### src/design/bfc_pkg.sv
// ----------------------------------------------------------------------------
// bfc_pkg
// Shared types and constants for the branch and flag control unit: opcode and
// register-select codes, condition codes, flag bit positions and beat structs.
// ----------------------------------------------------------------------------
package bfc_pkg;

  localparam int unsigned WordW = 16;
  localparam int unsigned OpW   = 6;
  localparam int unsigned SelW  = 3;
  localparam int unsigned CcW   = 4;

  // Instruction codes; codes above OP_WRITE behave as a no-op.
  typedef enum logic [OpW-1:0] {
    OP_NOP    = 6'd0,
    OP_JMP    = 6'd1,
    OP_JO     = 6'd2,
    OP_JG     = 6'd17,
    OP_JCXZ   = 6'd18,
    OP_LOOP   = 6'd19,
    OP_LOOPE  = 6'd20,
    OP_LOOPNE = 6'd21,
    OP_CLC    = 6'd22,
    OP_STC    = 6'd23,
    OP_CMC    = 6'd24,
    OP_CLD    = 6'd25,
    OP_STD    = 6'd26,
    OP_CLI    = 6'd27,
    OP_STI    = 6'd28,
    OP_CBW    = 6'd29,
    OP_CWD    = 6'd30,
    OP_LAHF   = 6'd31,
    OP_SAHF   = 6'd32,
    OP_WRITE  = 6'd33
  } op_t;

  // Conditions of the conditional jumps, in opcode order starting at OP_JO.
  typedef enum logic [CcW-1:0] {
    CC_O, CC_NO, CC_C, CC_NC, CC_E, CC_NE, CC_NA, CC_A,
    CC_S, CC_NS, CC_PE, CC_PO, CC_L, CC_GE, CC_LE, CC_G
  } cc_t;

  // Targets of the register write; codes above SEL_IP write nothing.
  typedef enum logic [SelW-1:0] {
    SEL_AX    = 3'd0,
    SEL_CX    = 3'd1,
    SEL_DX    = 3'd2,
    SEL_FLAGS = 3'd3,
    SEL_IP    = 3'd4
  } sel_t;

  // Flag bit positions.
  localparam int unsigned FlagCf = 0;
  localparam int unsigned FlagPf = 2;
  localparam int unsigned FlagZf = 6;
  localparam int unsigned FlagSf = 7;
  localparam int unsigned FlagIf = 9;
  localparam int unsigned FlagDf = 10;
  localparam int unsigned FlagOf = 11;

  localparam logic [WordW-1:0] FLAGS_RESET = 16'h0002;
  localparam logic [7:0]       AH_MASK     = 8'hD7;
  localparam logic [7:0]       AH_ONE      = 8'h02;

  typedef struct packed {
    logic [OpW-1:0]          opcode;
    logic signed [WordW-1:0] displacement;
    logic                    short_form;
    logic [SelW-1:0]         reg_select;
    logic [WordW-1:0]        write_value;
  } in_beat_t;

  typedef struct packed {
    logic [WordW-1:0] flags;
    logic [WordW-1:0] ax;
    logic [WordW-1:0] cx;
    logic [WordW-1:0] dx;
    logic [WordW-1:0] ip;
  } arch_state_t;

  typedef struct packed {
    arch_state_t regs;
    logic        taken;
  } out_beat_t;

endpackage

### src/design/bfc_req_if.sv
// ----------------------------------------------------------------------------
// bfc_req_if
// Instruction channel: valid/ready handshake carrying one instruction a beat.
// ----------------------------------------------------------------------------
interface bfc_req_if;

  logic               valid;
  logic               ready;
  logic [5:0]         opcode;
  logic signed [15:0] displacement;
  logic               short_form;
  logic [2:0]         reg_select;
  logic [15:0]        write_value;

  modport source (
    output valid, opcode, displacement, short_form, reg_select, write_value,
    input  ready
  );

  modport sink (
    input  valid, opcode, displacement, short_form, reg_select, write_value,
    output ready
  );

endinterface

### src/design/bfc_rsp_if.sv
// ----------------------------------------------------------------------------
// bfc_rsp_if
// Result channel: valid/ready handshake carrying the registers and taken bit.
// ----------------------------------------------------------------------------
interface bfc_rsp_if;

  logic        valid;
  logic        ready;
  logic [15:0] ip_out;
  logic [15:0] flags_out;
  logic [15:0] ax_out;
  logic [15:0] cx_out;
  logic [15:0] dx_out;
  logic        taken;

  modport source (
    output valid, ip_out, flags_out, ax_out, cx_out, dx_out, taken,
    input  ready
  );

  modport sink (
    input  valid, ip_out, flags_out, ax_out, cx_out, dx_out, taken,
    output ready
  );

endinterface

### src/design/x86_branch_flag_control_unit_core.sv
// ----------------------------------------------------------------------------
// x86_branch_flag_control_unit_core
// Executes one branch or flag control instruction per beat and returns the
// register set and the taken bit.
// An accepted instruction passes the input register, then the result register,
// which presents its result beat. Throughput: one instruction per cycle while
// rsp.ready does not stall the result, set by the single execute step between the two registers.
// Reset: FLAGS = 0x0002, AX, CX, DX and IP cleared, both stages empty.
// ----------------------------------------------------------------------------
module x86_branch_flag_control_unit_core (
  input  logic      clk,
  input  logic      rst,
  bfc_req_if.sink   req,
  bfc_rsp_if.source rsp
);
  import bfc_pkg::*;

  in_beat_t    in_q;
  logic        in_vld;
  arch_state_t state;
  arch_state_t state_next;
  logic        taken_next;
  out_beat_t   out_q;
  logic        out_vld;
  logic        advance;

  // Execute moves forward when the result register is free or being drained.
  assign advance   = in_vld && (!out_vld || rsp.ready);
  assign req.ready = !in_vld || advance;

  // Input register.
  always_ff @(posedge clk) begin
    if (rst) begin
      in_vld <= 1'b0;
    end else if (req.ready) begin
      in_vld <= req.valid;
    end
  end

  always_ff @(posedge clk) begin
    if (req.valid && req.ready) begin
      in_q.opcode       <= req.opcode;
      in_q.displacement <= req.displacement;
      in_q.short_form   <= req.short_form;
      in_q.reg_select   <= req.reg_select;
      in_q.write_value  <= req.write_value;
    end
  end

  bfc_exec u_exec (
    .beat  (in_q),
    .cur   (state),
    .nxt   (state_next),
    .taken (taken_next)
  );

  // Architectural registers update as each instruction executes.
  always_ff @(posedge clk) begin
    if (rst) begin
      state.flags <= FLAGS_RESET;
      state.ax    <= '0;
      state.cx    <= '0;
      state.dx    <= '0;
      state.ip    <= '0;
    end else if (advance) begin
      state <= state_next;
    end
  end

  // Result register.
  always_ff @(posedge clk) begin
    if (rst) begin
      out_vld <= 1'b0;
    end else if (advance) begin
      out_vld <= 1'b1;
    end else if (rsp.ready) begin
      out_vld <= 1'b0;
    end
  end

  always_ff @(posedge clk) begin
    if (advance) begin
      out_q.regs  <= state_next;
      out_q.taken <= taken_next;
    end
  end

  assign rsp.valid     = out_vld;
  assign rsp.ip_out    = out_q.regs.ip;
  assign rsp.flags_out = out_q.regs.flags;
  assign rsp.ax_out    = out_q.regs.ax;
  assign rsp.cx_out    = out_q.regs.cx;
  assign rsp.dx_out    = out_q.regs.dx;
  assign rsp.taken     = out_q.taken;

  // A freshly executed beat reports exactly the registers it left behind.
  a_result_matches_state: assert property (
    @(posedge clk) disable iff (rst)
    advance |=> (rsp.ip_out == state.ip) && (rsp.cx_out == state.cx) &&
                (rsp.flags_out == state.flags) && (rsp.ax_out == state.ax)
  ) else $error("result beat differs from architectural state");

  // Registers do not move while an instruction waits on a stalled result.
  a_state_holds_on_stall: assert property (
    @(posedge clk) disable iff (rst)
    (in_vld && !advance) |=> $stable(state)
  ) else $error("architectural state changed during a stall");

  // Only jump and loop instructions may report a taken branch.
  a_taken_only_branch: assert property (
    @(posedge clk) disable iff (rst)
    (advance && taken_next) |->
      (in_q.opcode >= OP_JMP) && (in_q.opcode <= OP_LOOPNE)
  ) else $error("taken reported for a non-branch instruction");

  // Loop instructions always decrement CX by one.
  a_loop_decrements_cx: assert property (
    @(posedge clk) disable iff (rst)
    (advance && ((in_q.opcode == OP_LOOP) || (in_q.opcode == OP_LOOPE) ||
                 (in_q.opcode == OP_LOOPNE)))
      |=> state.cx == $past(state.cx) - 16'd1
  ) else $error("loop did not decrement CX");

endmodule

### src/design/bfc_cond.sv
// ----------------------------------------------------------------------------
// bfc_cond
// Evaluates one of the sixteen jump conditions against the flags register.
// ----------------------------------------------------------------------------
module bfc_cond (
  input  logic [bfc_pkg::WordW-1:0] flags,
  input  logic [bfc_pkg::CcW-1:0]   cc,
  output logic                      hold
);
  import bfc_pkg::*;

  logic cf;
  logic zf;
  logic sf;
  logic of;
  logic pf;

  assign cf = flags[FlagCf];
  assign zf = flags[FlagZf];
  assign sf = flags[FlagSf];
  assign of = flags[FlagOf];
  assign pf = flags[FlagPf];

  // Condition decode; every code is defined.
  always_comb begin
    unique case (cc_t'(cc))
      CC_O:    hold = of;
      CC_NO:   hold = !of;
      CC_C:    hold = cf;
      CC_NC:   hold = !cf;
      CC_E:    hold = zf;
      CC_NE:   hold = !zf;
      CC_NA:   hold = cf || zf;
      CC_A:    hold = !cf && !zf;
      CC_S:    hold = sf;
      CC_NS:   hold = !sf;
      CC_PE:   hold = pf;
      CC_PO:   hold = !pf;
      CC_L:    hold = sf != of;
      CC_GE:   hold = sf == of;
      CC_LE:   hold = zf || (sf != of);
      default: hold = !zf && (sf == of);
    endcase
  end

endmodule

### src/design/bfc_exec.sv
// ----------------------------------------------------------------------------
// bfc_exec
// Executes one instruction: computes the next register state and whether a
// branch is taken. Purely combinational.
// ----------------------------------------------------------------------------
module bfc_exec (
  input  bfc_pkg::in_beat_t    beat,
  input  bfc_pkg::arch_state_t cur,
  output bfc_pkg::arch_state_t nxt,
  output logic                 taken
);
  import bfc_pkg::*;

  op_t              op;
  logic [CcW-1:0]   cc;
  logic             cond_hold;
  logic [WordW-1:0] offset;
  logic [WordW-1:0] cx_dec;
  logic             zf_ok;

  assign op = op_t'(beat.opcode);
  assign cc = CcW'(beat.opcode - OP_JO);

  bfc_cond u_cond (
    .flags (cur.flags),
    .cc    (cc),
    .hold  (cond_hold)
  );

  // Short displacements use only the low byte, sign-extended.
  assign offset = beat.short_form
                ? {{8{beat.displacement[7]}}, beat.displacement[7:0]}
                : beat.displacement;

  // Loop forms decrement CX before the test.
  assign cx_dec = cur.cx - 16'd1;

  always_comb begin
    zf_ok = 1'b1;
    if (op == OP_LOOPE) begin
      zf_ok = cur.flags[FlagZf];
    end else if (op == OP_LOOPNE) begin
      zf_ok = !cur.flags[FlagZf];
    end
  end

  // Instruction decode and register update.
  always_comb begin
    nxt   = cur;
    taken = 1'b0;
    unique case (op) inside
      OP_JMP: begin
        taken = 1'b1;
      end
      [OP_JO:OP_JG]: begin
        taken = cond_hold;
      end
      OP_JCXZ: begin
        taken = (cur.cx == '0);
      end
      OP_LOOP, OP_LOOPE, OP_LOOPNE: begin
        nxt.cx = cx_dec;
        taken  = (cx_dec != '0) && zf_ok;
      end
      OP_CLC: nxt.flags[FlagCf] = 1'b0;
      OP_STC: nxt.flags[FlagCf] = 1'b1;
      OP_CMC: nxt.flags[FlagCf] = !cur.flags[FlagCf];
      OP_CLD: nxt.flags[FlagDf] = 1'b0;
      OP_STD: nxt.flags[FlagDf] = 1'b1;
      OP_CLI: nxt.flags[FlagIf] = 1'b0;
      OP_STI: nxt.flags[FlagIf] = 1'b1;
      OP_CBW: nxt.ax = {{8{cur.ax[7]}}, cur.ax[7:0]};
      OP_CWD: nxt.dx = {WordW{cur.ax[15]}};
      OP_LAHF: nxt.ax[15:8] = (cur.flags[7:0] & AH_MASK) | AH_ONE;
      OP_SAHF: nxt.flags[7:0] = (cur.ax[15:8] & AH_MASK) | AH_ONE;
      OP_WRITE: begin
        unique case (sel_t'(beat.reg_select))
          SEL_AX:    nxt.ax    = beat.write_value;
          SEL_CX:    nxt.cx    = beat.write_value;
          SEL_DX:    nxt.dx    = beat.write_value;
          SEL_FLAGS: nxt.flags = beat.write_value;
          SEL_IP:    nxt.ip    = beat.write_value;
          default:   ;
        endcase
      end
      default: ;
    endcase

    // A taken branch adds the offset to IP, wrapping at 16 bits.
    if (taken) begin
      nxt.ip = cur.ip + offset;
    end
  end

endmodule
### src/flat_wrapper.sv
// flat-port wrapper written by rule: the top's interface ports become plain ports
module x86_branch_flag_control_unit_core_flat import bfc_pkg::*;
  (clk, rst, req_valid, req_opcode, req_displacement, req_short_form, req_reg_select, req_write_value, req_ready, rsp_valid, rsp_ip_out, rsp_flags_out, rsp_ax_out, rsp_cx_out, rsp_dx_out, rsp_taken, rsp_ready);
  bfc_req_if req_i ();
  bfc_rsp_if rsp_i ();
  input  logic clk;
  input  logic rst;
  input wire logic [$bits(req_i.valid)-1:0] req_valid;
  input wire logic [$bits(req_i.opcode)-1:0] req_opcode;
  input wire logic [$bits(req_i.displacement)-1:0] req_displacement;
  input wire logic [$bits(req_i.short_form)-1:0] req_short_form;
  input wire logic [$bits(req_i.reg_select)-1:0] req_reg_select;
  input wire logic [$bits(req_i.write_value)-1:0] req_write_value;
  output wire logic [$bits(req_i.ready)-1:0] req_ready;
  output wire logic [$bits(rsp_i.valid)-1:0] rsp_valid;
  output wire logic [$bits(rsp_i.ip_out)-1:0] rsp_ip_out;
  output wire logic [$bits(rsp_i.flags_out)-1:0] rsp_flags_out;
  output wire logic [$bits(rsp_i.ax_out)-1:0] rsp_ax_out;
  output wire logic [$bits(rsp_i.cx_out)-1:0] rsp_cx_out;
  output wire logic [$bits(rsp_i.dx_out)-1:0] rsp_dx_out;
  output wire logic [$bits(rsp_i.taken)-1:0] rsp_taken;
  input wire logic [$bits(rsp_i.ready)-1:0] rsp_ready;
  assign req_i.valid = req_valid;
  assign req_i.opcode = req_opcode;
  assign req_i.displacement = req_displacement;
  assign req_i.short_form = req_short_form;
  assign req_i.reg_select = req_reg_select;
  assign req_i.write_value = req_write_value;
  assign req_ready = req_i.ready;
  assign rsp_valid = rsp_i.valid;
  assign rsp_ip_out = rsp_i.ip_out;
  assign rsp_flags_out = rsp_i.flags_out;
  assign rsp_ax_out = rsp_i.ax_out;
  assign rsp_cx_out = rsp_i.cx_out;
  assign rsp_dx_out = rsp_i.dx_out;
  assign rsp_taken = rsp_i.taken;
  assign rsp_i.ready = rsp_ready;
  x86_branch_flag_control_unit_core u_core (.clk(clk), .rst(rst), .req(req_i), .rsp(rsp_i));
endmodule
### config.mk
export PLATFORM = sky130hd
export DESIGN_NAME = x86_branch_flag_control_unit_core_flat
export DESIGN_NICKNAME = d
export VERILOG_FILES = /design/src/design/bfc_pkg.sv /design/src/design/bfc_req_if.sv /design/src/design/bfc_rsp_if.sv /design/src/design/x86_branch_flag_control_unit_core.sv /design/src/design/bfc_cond.sv /design/src/design/bfc_exec.sv /design/src/flat_wrapper.sv
export SDC_FILE = /design/constraint.sdc
export NUM_CORES = 1
export LEC_CHECK = 0
export ABC_AREA = 1
export BUFFER_PORTS_ARGS = -buffer_cell sky130_fd_sc_hd__buf_2
export CORE_AREA = 8 8 141 143
export DETAILED_ROUTE_END_ITERATION = 7
export DIE_AREA = 0 0 149 151
export PLACE_DENSITY = 0.89
export SLEW_MARGIN = 10
export SYNTH_ARGS = -nofsm -noshare
export SYNTH_HDL_FRONTEND = slang
export SYNTH_HIERARCHICAL = 1
export SYNTH_SLANG_ARGS = --single-unit
### constraint.sdc
create_clock -name clk -period 4.3 [get_ports clk]
set_input_delay 0.215 -clock clk [delete_from_list [all_inputs] [get_ports clk]]
set_output_delay 0.215 -clock clk [all_outputs]
set_load 0.01 [all_outputs]
Word-level counts from Yosys, hierarchy flattened
Cells that the tools add are included.
- add/sub/neg operators: 3
- order comparisons: 2
- eq/ne operators: 37
- muxes and demuxes: 24
- reduce and logical (&&, ||, !) cells: 23
- operators by type and width (cell ; number):
    $mux 16 ; 8
    $eq 6x5->1 const B ; 14
    $pmux 16 s2 ; 2
    $eq 4x4->1 const B ; 7
    $pmux 8 s3 ; 1
    $add 16x16->16 ; 1
    $eq 4x3->1 const B ; 4
    $logic_not 16->1 ; 1
    $reduce_bool 16->1 ; 1
    $sub 16x1->16 const B ; 1
    $pmux 1 s15 ; 1
    $pmux 7 s2 ; 1
    $eq 6x6->1 const B ; 2
    $eq 4x2->1 const B ; 2
    $mux 8 ; 1
    $logic_not 1->1 ; 7
    $eq 3x2->1 const B ; 2
    $eq 6x1->1 const B ; 1
    $ge 6x2->1 const B ; 1
    $le 6x5->1 const B ; 1
    $logic_and 1x1->1 ; 6
    $pmux 1 s3 ; 2
    $mux 1 ; 5
    $mux 5 ; 1
    13 further kinds ; 16
- register bits: 205
- word-level logic and storage cells: 107

Logic depth before layout (Yosys ltp)
Gate-level depths: netlist (run 1).
- depth after elaboration: 6
- mapped depth: 22

Modules after synthesis
Netlist (run 1), hierarchy kept.
- by module, submodules not included (module ; times used ; cells an instance ; area an instance (µm²) ; sequential area each (µm²)):
    x86_branch_flag_control_unit_core ; 1 ; 657 ; 7293.2 ; 5335.1
    bfc_exec ; 1 ; 619 ; 3228.1 ; 0.0
    bfc_cond ; 1 ; 34 ; 152.6 ; 0.0

Least setup slack after synthesis (run 1)
No wires, ideal clock.
- path kind: reg2reg
- start point: register u_core.in_vld
- end point: register u_core.out_q, in the netlist u_core/rsp.ax_out[0] (enable)
- setup time: 0.435 ns
- data arrival time: 2.293 ns
- path slack: 1.572 ns
- cell stages (with the launch flop): 5
- path buffers: 2
- period minus slack after synthesis: 2.728 ns
- cell sequence: dfxtp_1 -> buf_2 -> buf_2 -> nand2_1 -> inv_1
- cells in the longest elaborated chain, start to end: 1
- RTL lines (what ; RTL line ; RTL):
    from (decl) ; x86_branch_flag_control_unit_core.sv:19 ; logic in_vld;
    from (signal assigned) ; x86_branch_flag_control_unit_core.sv:36 ; in_vld <= req.valid;
    $logic_and 1x1->1 ; x86_branch_flag_control_unit_core.sv:28 ; assign advance = in_vld && (!out_vld || rsp.ready);
    via u_core.advance ; x86_branch_flag_control_unit_core.sv:25 ; logic advance;
    to (decl) ; x86_branch_flag_control_unit_core.sv:23 ; out_beat_t out_q;
The timed path passes the listed nets, and every way through them passes these cells.
A chain may end at the register's enable or synchronous reset.

==> flow_summary_export.csv, run 1 <==
group,metric,value,unit
outcome,outcome,"completed",
pwr,p_comb_share,15.5,%
timing,worstMarginPinSlew,1147,ps
floorplan,dieArea,22500,um^2
final_layout,final_common_cell,"nand2_1",
final_layout,syn2layout_area_growth,16.82,%
grt,grt_first_pass_wirelength,46670,um
timing,hold_violations,0,
pwr,power_density,394.3,nW/um^2
route,drt_iter0_markers,1248,
logic_synthesis,synth_top_area_cell,"edfxtp_1",
clock_network,clock_latency,510,ps
logic_synthesis,syn_area,10670,um^2
grt,grt_usage,25.92,%
timing,slew_viol_final,0,
timing,fin_ws,947.9,ps
grt,antenna_found_initial,1,
final_layout,finalNetCount,1517,
timing,rsz0062_at_grt,"false",
pwr,peakVddDrop,0.3434,mV
clock_network,cts_buffers,22,
run,cap_violations,0,
route,via_count,9632,
pwr,p_leak,0.005399,uW
place,place_area,11340,um^2
logic_synthesis,synth.distinct_cells,46,
final_layout,final_area,12470,um^2
final_layout,final_util,70.62,%
logic_synthesis,postSynthCellCount,1310,
clock_network,cts_setup_buffers,0,
grt,top_usage_layer,"met2",
logic_synthesis,netlist_top_cells_area,"edfxtp_1 35%, dfxtp_1 15%, nand2_1 8.7%, inv_1 6.8%, nand3_1 6.1%",
pwr,switchingPower,1347,uW
logic_synthesis,yosysSeqAreaShare,49.98,%
logic_synthesis,syn_avg_cell_area,8.148,um^2
route,drc,0,
timing,timing.final.crit_share,77.96,%
floorplan,start_util,60.45,%
pwr,p_sw_share,27.40,%
logic_synthesis,synth_warnings,6,
final_layout,mostFrequentLayoutCells,"246 x nand2_1, 190 x inv_1, 134 x nor2_1",
worst_hold_path,worstHoldPathType,"input port to flop",
logic_synthesis,async_flop_share,0,%
setup_path,critPathKind,"flop to flop",
route,avgViaCountPerCell,5.676,
place,place_congestion,0.9576,
clock_network,clockRootBuffer,"clkbuf_16",
final_layout,drive_gt1_share,14.65,%
timing,clock.fmax,298.3,MHz
setup_path,required,4740,ps
floorplan,floorplan.die.width,149,um
grt,grtUsageMet2,43.35,%
clock_network,cts_tree,"done",
grt,overflow,0,
place,port_buffers,128,
floorplan,io-pin-count,129,
worst_hold_path,hold_start,"req_write_value[2]",
pwr,seqPwrFrac,47.4,%
final_layout,num_antenna_cells,0,
route,ant_nets,0,
clock_network,cts_max_level,1,
setup_path,crit_start,"u_core/in_q[38]",
route,wl,29830,um
place,place_ws,1042,ps
grt,grt_pass1_vias,8870,
setup_path,start_kind,"flop",
clock_network,cts_sinks,205,
timing,setup_tns,0,ps
grt,grt.met3_usage,5.199,%
setup_path,worstPathArrival,3790,ps
logic_synthesis,syn_nets,1375,
timing,min_period,3352,ps
timing,skew,17.38,ps
logic_synthesis,synth-seq-cells,205,
timing,holdWs,412.0,ps
setup_path,end_kind,"flop",
route,first_pass_iters,7,
setup_path,crit_fanout,29,
pwr,p_int,3570,uW
logic_synthesis,synth_top_area_share,34.60,%
setup_path,timing.rr.start,"u_core/in_q[38]",
route,wl_per_cell,17.58,um
floorplan,rows,49,
clock_network,clockBufferDepth,3,
grt,grtUsageMet1,32.22,%
grt,grt_max_degree,101,
clock_network,clkTransAtPathRegs,60,ps
place,dp_hpwl,19610,um
timing,final-setup-viol-count,0,
timing,maxSlewHeadroom,23.03,%
logic_synthesis,synth_flop_cell,"edfxtp_1",
pwr,pwr-share-clk,37.1,%
floorplan,die_h,151,um
logic_synthesis,synth_edf_count,123,
floorplan,coreArea,17660,um^2
-- cell type report --
| class | instances | area (um^2) |
|---|---|---|
| flip-flops and latches | 205 | 5339 |
| fillers | 1344 | 5187 |
| multi-input cells | 841 | 4253 |
| repair buffers | 180 | 1141 |
| inverters | 202 | 758.2 |
| clock buffers | 31 | 615.6 |
| well taps | 229 | 286.5 |
| clock inverters | 9 | 76.32 |
-- synthesized netlist by cell type (2+ instances only) --
cell type and count:
a22oi_1 25, xor2_1 12, dfxtp_1 82, edfxtp_1 123, o311ai_0 4, clkbuf_1 15
xnor2_1 4, o221ai_1 6, o21ai_0 67, inv_2 10, nor2_1 134, a21o_1 2
o31ai_1 2, a211oi_1 2, buf_6 3, nor2_4 6, nand3b_1 2, nand4_1 8
o2111ai_1 4, ha_1 18, nor3_1 7, o22ai_1 7, inv_1 192, a21oi_1 111
o21ai_1 3, nand2_1 246, nor2_2 8, nand3_1 130, nand2_4 2, o211ai_1 5
a31oi_1 2, buf_4 5, buf_2 38, nand2_2 13
-- cell families (layout without fill, tap and decap cells) --
| kind of cell | count (synthesis) | in the layout | synth area share [%] |
|---|---|---|---|
| and+or+nand+nor | 559 | 559 | 22.85 |
| xor gates and xnor gates | 16 | 16 | 1.313 |
| adders and majority gates | 19 | 19 | 2.298 |
| DFF | 205 | 205 | 49.98 |
| AOI/OAI and AO/OA | 247 | 247 | 13.34 |
| buffers and inverters | 264 | 422 | 10.22 |
-- worst max-delay path: stages (launching register included) --
cell and delay (ps):
edfxtp_1 500, nor2_2 160, inv_2 70, nor2_4 130, nand3_4 130, nor2_4 410
inv_2 240, nor2_2 850, nor2_1 90, a21oi_1 190, nand3_1 100, nand2_1 110
inv_1 40, nand3_1 70, nand2_1 70, nor2_1 120
-- per-layer routing --
layer  up-vias  wire length, um
met5         -               13
met4         2             1119
met3        74             2815
met2       502            14410
met1      4421            11480
li1       4633                -
-- flip-flops by register name, summed over array words and instances, names as in the netlist --
register / cells
u_core/rsp.flags_out: 16
u_core/in_q: 42
u_core/rsp.ip_out: 16
u_core/state: 80
u_core/rsp.dx_out: 16
u_core/in_vld: 1
u_core/rsp.ax_out: 16
u_core/rsp.taken: 1
u_core/rsp.cx_out: 16
u_core/rsp.valid: 1
-- what timing repair did --
item                                   in CTS  in global routing
endpoints found under the hold margin      44                  0
hold buffers                               44                  0
setup endpoints to repair                   0                  0
resized for setup                           0                  0
-- through the flow --
| stage | instances | power [uW] |
|---|---|---|
| after CTS | 1697 | 4912 |
| final | 1697 | 4917 |
| after floorplan | 1310 | 2868 |
| after detailed placement | 1613 | 3081 |
| after global placement | 1613 | 3056 |
| after global routing | 1697 | 5106 |
-- power groups by stage --
stage          Sequential, uW  Clock [uW]  Combinational [uW]
2_1_floorplan            2350           0                 519
3_3_place_gp             2360           0                 692
3_5_place_dp             2370           0                 715
4_1_cts                  2330        1830                 752
5_1_grt                  2340        1920                 846
6_report                 2330        1820                 762
-- path summary, 6_finish.rpt --
path                            depth (start not counted)  slack [ps]                to
worst max register to register                         15         950   u_core/state[7]
worst max-delay path                                   15         950   u_core/state[7]
worst min register to register                          2         480  u_core/state[65]
worst min-delay path                                    2         410    u_core/in_q[2]
Power figures use the tool's default switching activity.
==> run 2: changes to the inputs <==
--- a/config.mk
+++ b/config.mk
@@ -5,12 +5,12 @@
 export SDC_FILE = /design/constraint.sdc
 export NUM_CORES = 1
 export LEC_CHECK = 0
-export ABC_AREA = 1
+export ABC_AREA = 0
 export BUFFER_PORTS_ARGS = -buffer_cell sky130_fd_sc_hd__buf_2
-export CORE_AREA = 8 8 141 143
+export CORE_AREA = 8 8 145 147
 export DETAILED_ROUTE_END_ITERATION = 7
-export DIE_AREA = 0 0 149 151
-export PLACE_DENSITY = 0.89
+export DIE_AREA = 0 0 153 155
+export PLACE_DENSITY = 0.85
 export SLEW_MARGIN = 10
 export SYNTH_ARGS = -nofsm -noshare
 export SYNTH_HDL_FRONTEND = slang
==> constraint.sdc (replaced) <==
create_clock -name clk -period 3.5 [get_ports clk]
set_input_delay 0.175 -clock clk [delete_from_list [all_inputs] [get_ports clk]]
set_output_delay 0.175 -clock clk [all_outputs]
set_load 0.01 [all_outputs]
==> flow_summary_export.csv, run 2 <==
group,metric,value,unit
place,dp_hpwl,17860,um
timing,timing.final.crit_share,98.11,%
floorplan,io-pin-count,129,
timing,fin_ws,66.30,ps
setup_path,critPathKind,"flop to flop",
clock_network,clockBufferDepth,3,
grt,overflow,0,
clock_network,clock_latency,500,ps
grt,grt_first_pass_wirelength,43550,um
outcome,outcome,"completed",
final_layout,num_antenna_cells,0,
logic_synthesis,syn_nets,1043,
logic_synthesis,synth_flop_cell,"edfxtp_1",
final_layout,final_cells,1401,
timing,clock.fmax,291.2,MHz
pwr,power_density,449.5,nW/um^2
place,place_area,11560,um^2
final_layout,finalNetCount,1212,
floorplan,dieArea,23720,um^2
logic_synthesis,synth-seq-cells,205,
clock_network,cts_tree,"done",
floorplan,rows,51,
clock_network,cts_max_level,1,
place,place_ws,177.2,ps
grt,antenna_found_initial,0,
route,ant_nets,0,
timing,min_period,3434,ps
timing,hold_violations,0,
logic_synthesis,synth_edf_count,123,
logic_synthesis,yosys-top-cells-count,"164 x nand2b_1, 123 x edfxtp_1, 120 x mux2i_1",
run,cap_violations,0,
route,avgViaCountPerCell,5.888,
place,port_buffers,128,
timing,maxSlewHeadroom,43.86,%
timing,worstMarginPinSlew,842.1,ps
floorplan,start_util,56.97,%
floorplan,die_h,155,um
setup_path,end_kind,"flop",
clock_network,clkTransAtPathRegs,70,ps
pwr,p_leak,0.004834,uW
clock_network,cts_sinks,205,
timing,final-setup-viol-count,0,
logic_synthesis,post-synth-top-count-cell,"nand2b_1",
worst_hold_path,worstHoldPathType,"input port to flop",
grt,grt_usage,22.66,%
logic_synthesis,syn_avg_cell_area,11.04,um^2
pwr,peakVddDrop,0.6679,mV
logic_synthesis,yosysSeqAreaShare,49.41,%
setup_path,crit_fanout,8,
route,first_pass_iters,5,
clock_network,clockRootBuffer,"clkbuf_16",
logic_synthesis,synth_top_area_share,34.21,%
grt,grt_max_degree,105,
route,wl_per_cell,19.86,um
timing,slew_viol_final,0,
setup_path,start_kind,"flop",
route,drc,0,
final_layout,largest_reg_flops,80,
clock_network,cts_buffers,22,
logic_synthesis,async_flop_share,0,%
place,dp.cells,1309,
final_layout,final_common_cell,"nand2b_1",
route,wl,27820,um
floorplan,floorplan.die.width,153,um
logic_synthesis,synth.distinct_cells,74,
setup_path,required,3920,ps
final_layout,final_area,12930,um^2
logic_synthesis,netlist_top_cells_area,"edfxtp_1 34%, dfxtp_1 15%, mux2i_1 11%, nand2b_1 9.5%, nand2_1 2.8%",
pwr,finalPower,5812,uW
final_layout,reg_top3,"u_core/state (80), u_core/in_q (42)",
setup_path,worstPathArrival,3850,ps
timing,skew,11.97,ps
logic_synthesis,postSynthCellCount,978,
floorplan,coreArea,18950,um^2
logic_synthesis,synth_warnings,6,
route,via_count,8249,
final_layout,mostFrequentLayoutCells,"164 x nand2b_1, 128 x buf_2, 123 x edfxtp_1",
logic_synthesis,syn_area,10800,um^2
final_layout,regMostFlops,"u_core/state",
grt,grt_pass1_vias,8038,
route,drt_iter0_markers,755,
final_layout,syn2layout_area_growth,19.76,%
logic_synthesis,synth_top_area_cell,"edfxtp_1",
place,place_congestion,0.9323,
final_layout,drive_gt1_share,20.46,%
[run 2: worst max-delay path, stage by stage, from the launching register on]
cell	delay, ps
edfxtp_1	390
inv_1	100
ha_1	240
inv_2	80
and3b_1	180
a221oi_2	200
mux2_4	340
a211oi_4	210
nand2_1	70
o211ai_1	340
nor3_2	110
a31oi_4	340
clkbuf_16	240
mux2i_1	240
nand2b_1	80
mux2i_1	200
[run 2: metrics by stage]
stage / utilization (%) / hold WS, ps / setup TNS, ps
6_report: 68.22 / 307.0 / 0
5_1_grt: 68.22 / 378.5 / -100.5
4_1_cts: 67.47 / 283.2 / 0
3_5_place_dp: 60.98 / 353.1 / 0
3_3_place_gp: 60.98 / 352.1 / 0
2_1_floorplan: - / 273.9 / 0
[run 2: final timing paths]
kind,cells past startpoint,to,slack [ps],start
worst min-delay path,2,u_core/rsp.valid,310,rst
worst max register to register,15,u_core/state[8],70,u_core/in_q[38]
worst min register to register,2,u_core/state[22],470,u_core/state[22]
worst max-delay path,15,u_core/state[8],70,u_core/in_q[38]
[run 2: logic make-up after synthesis]
logic type	count (synthesis)	share of synthesized area (%)
flip-flops	205	49.41
AO/OA/AOI/OAI	158	10.40
AND/OR/NAND/NOR	367	19.43
buffers and inverters	80	4.601
multiplexers	133	12.59
adder cells (fa/ha/maj)	19	2.271
XOR/XNOR	16	1.298
[run 2: metal layers]
layer  track usage [%]  share of wire (%)  up-vias
met3             4.660                8.1       51
met2             36.69                 46      358
met4             7.917                3.0        0
met1             29.84                 43     3954
li1                  -                  -     3886
met5                 0                  0        -
[run 2: area by class of cell]
| class | count | area (um^2) |
|---|---|---|
| Clock buffer | 28 | 624.3 |
| Clock inverter | 12 | 165.2 |
| Fill cell | 1371 | 6022 |
| Inverter | 25 | 93.84 |
| Multi-Input combinational cell | 693 | 5037 |
| Sequential cell | 205 | 5335 |
| Tap cell | 238 | 297.8 |
| Timing Repair Buffer | 200 | 1376 |
[run 2: report_power, final]
group | switching [uW] | internal (uW)
combinational | 309 | 273
clock | 949 | 1560
sequential | 79.5 | 2650
total | 1340 | 4470
[run 2: timing repair]
item	CTS	global route
gates resized for setup	0	11
hold endpoints to repair	44	0
setup buffers	0	6
setup endpoints to repair	0	6
hold buffers	44	0
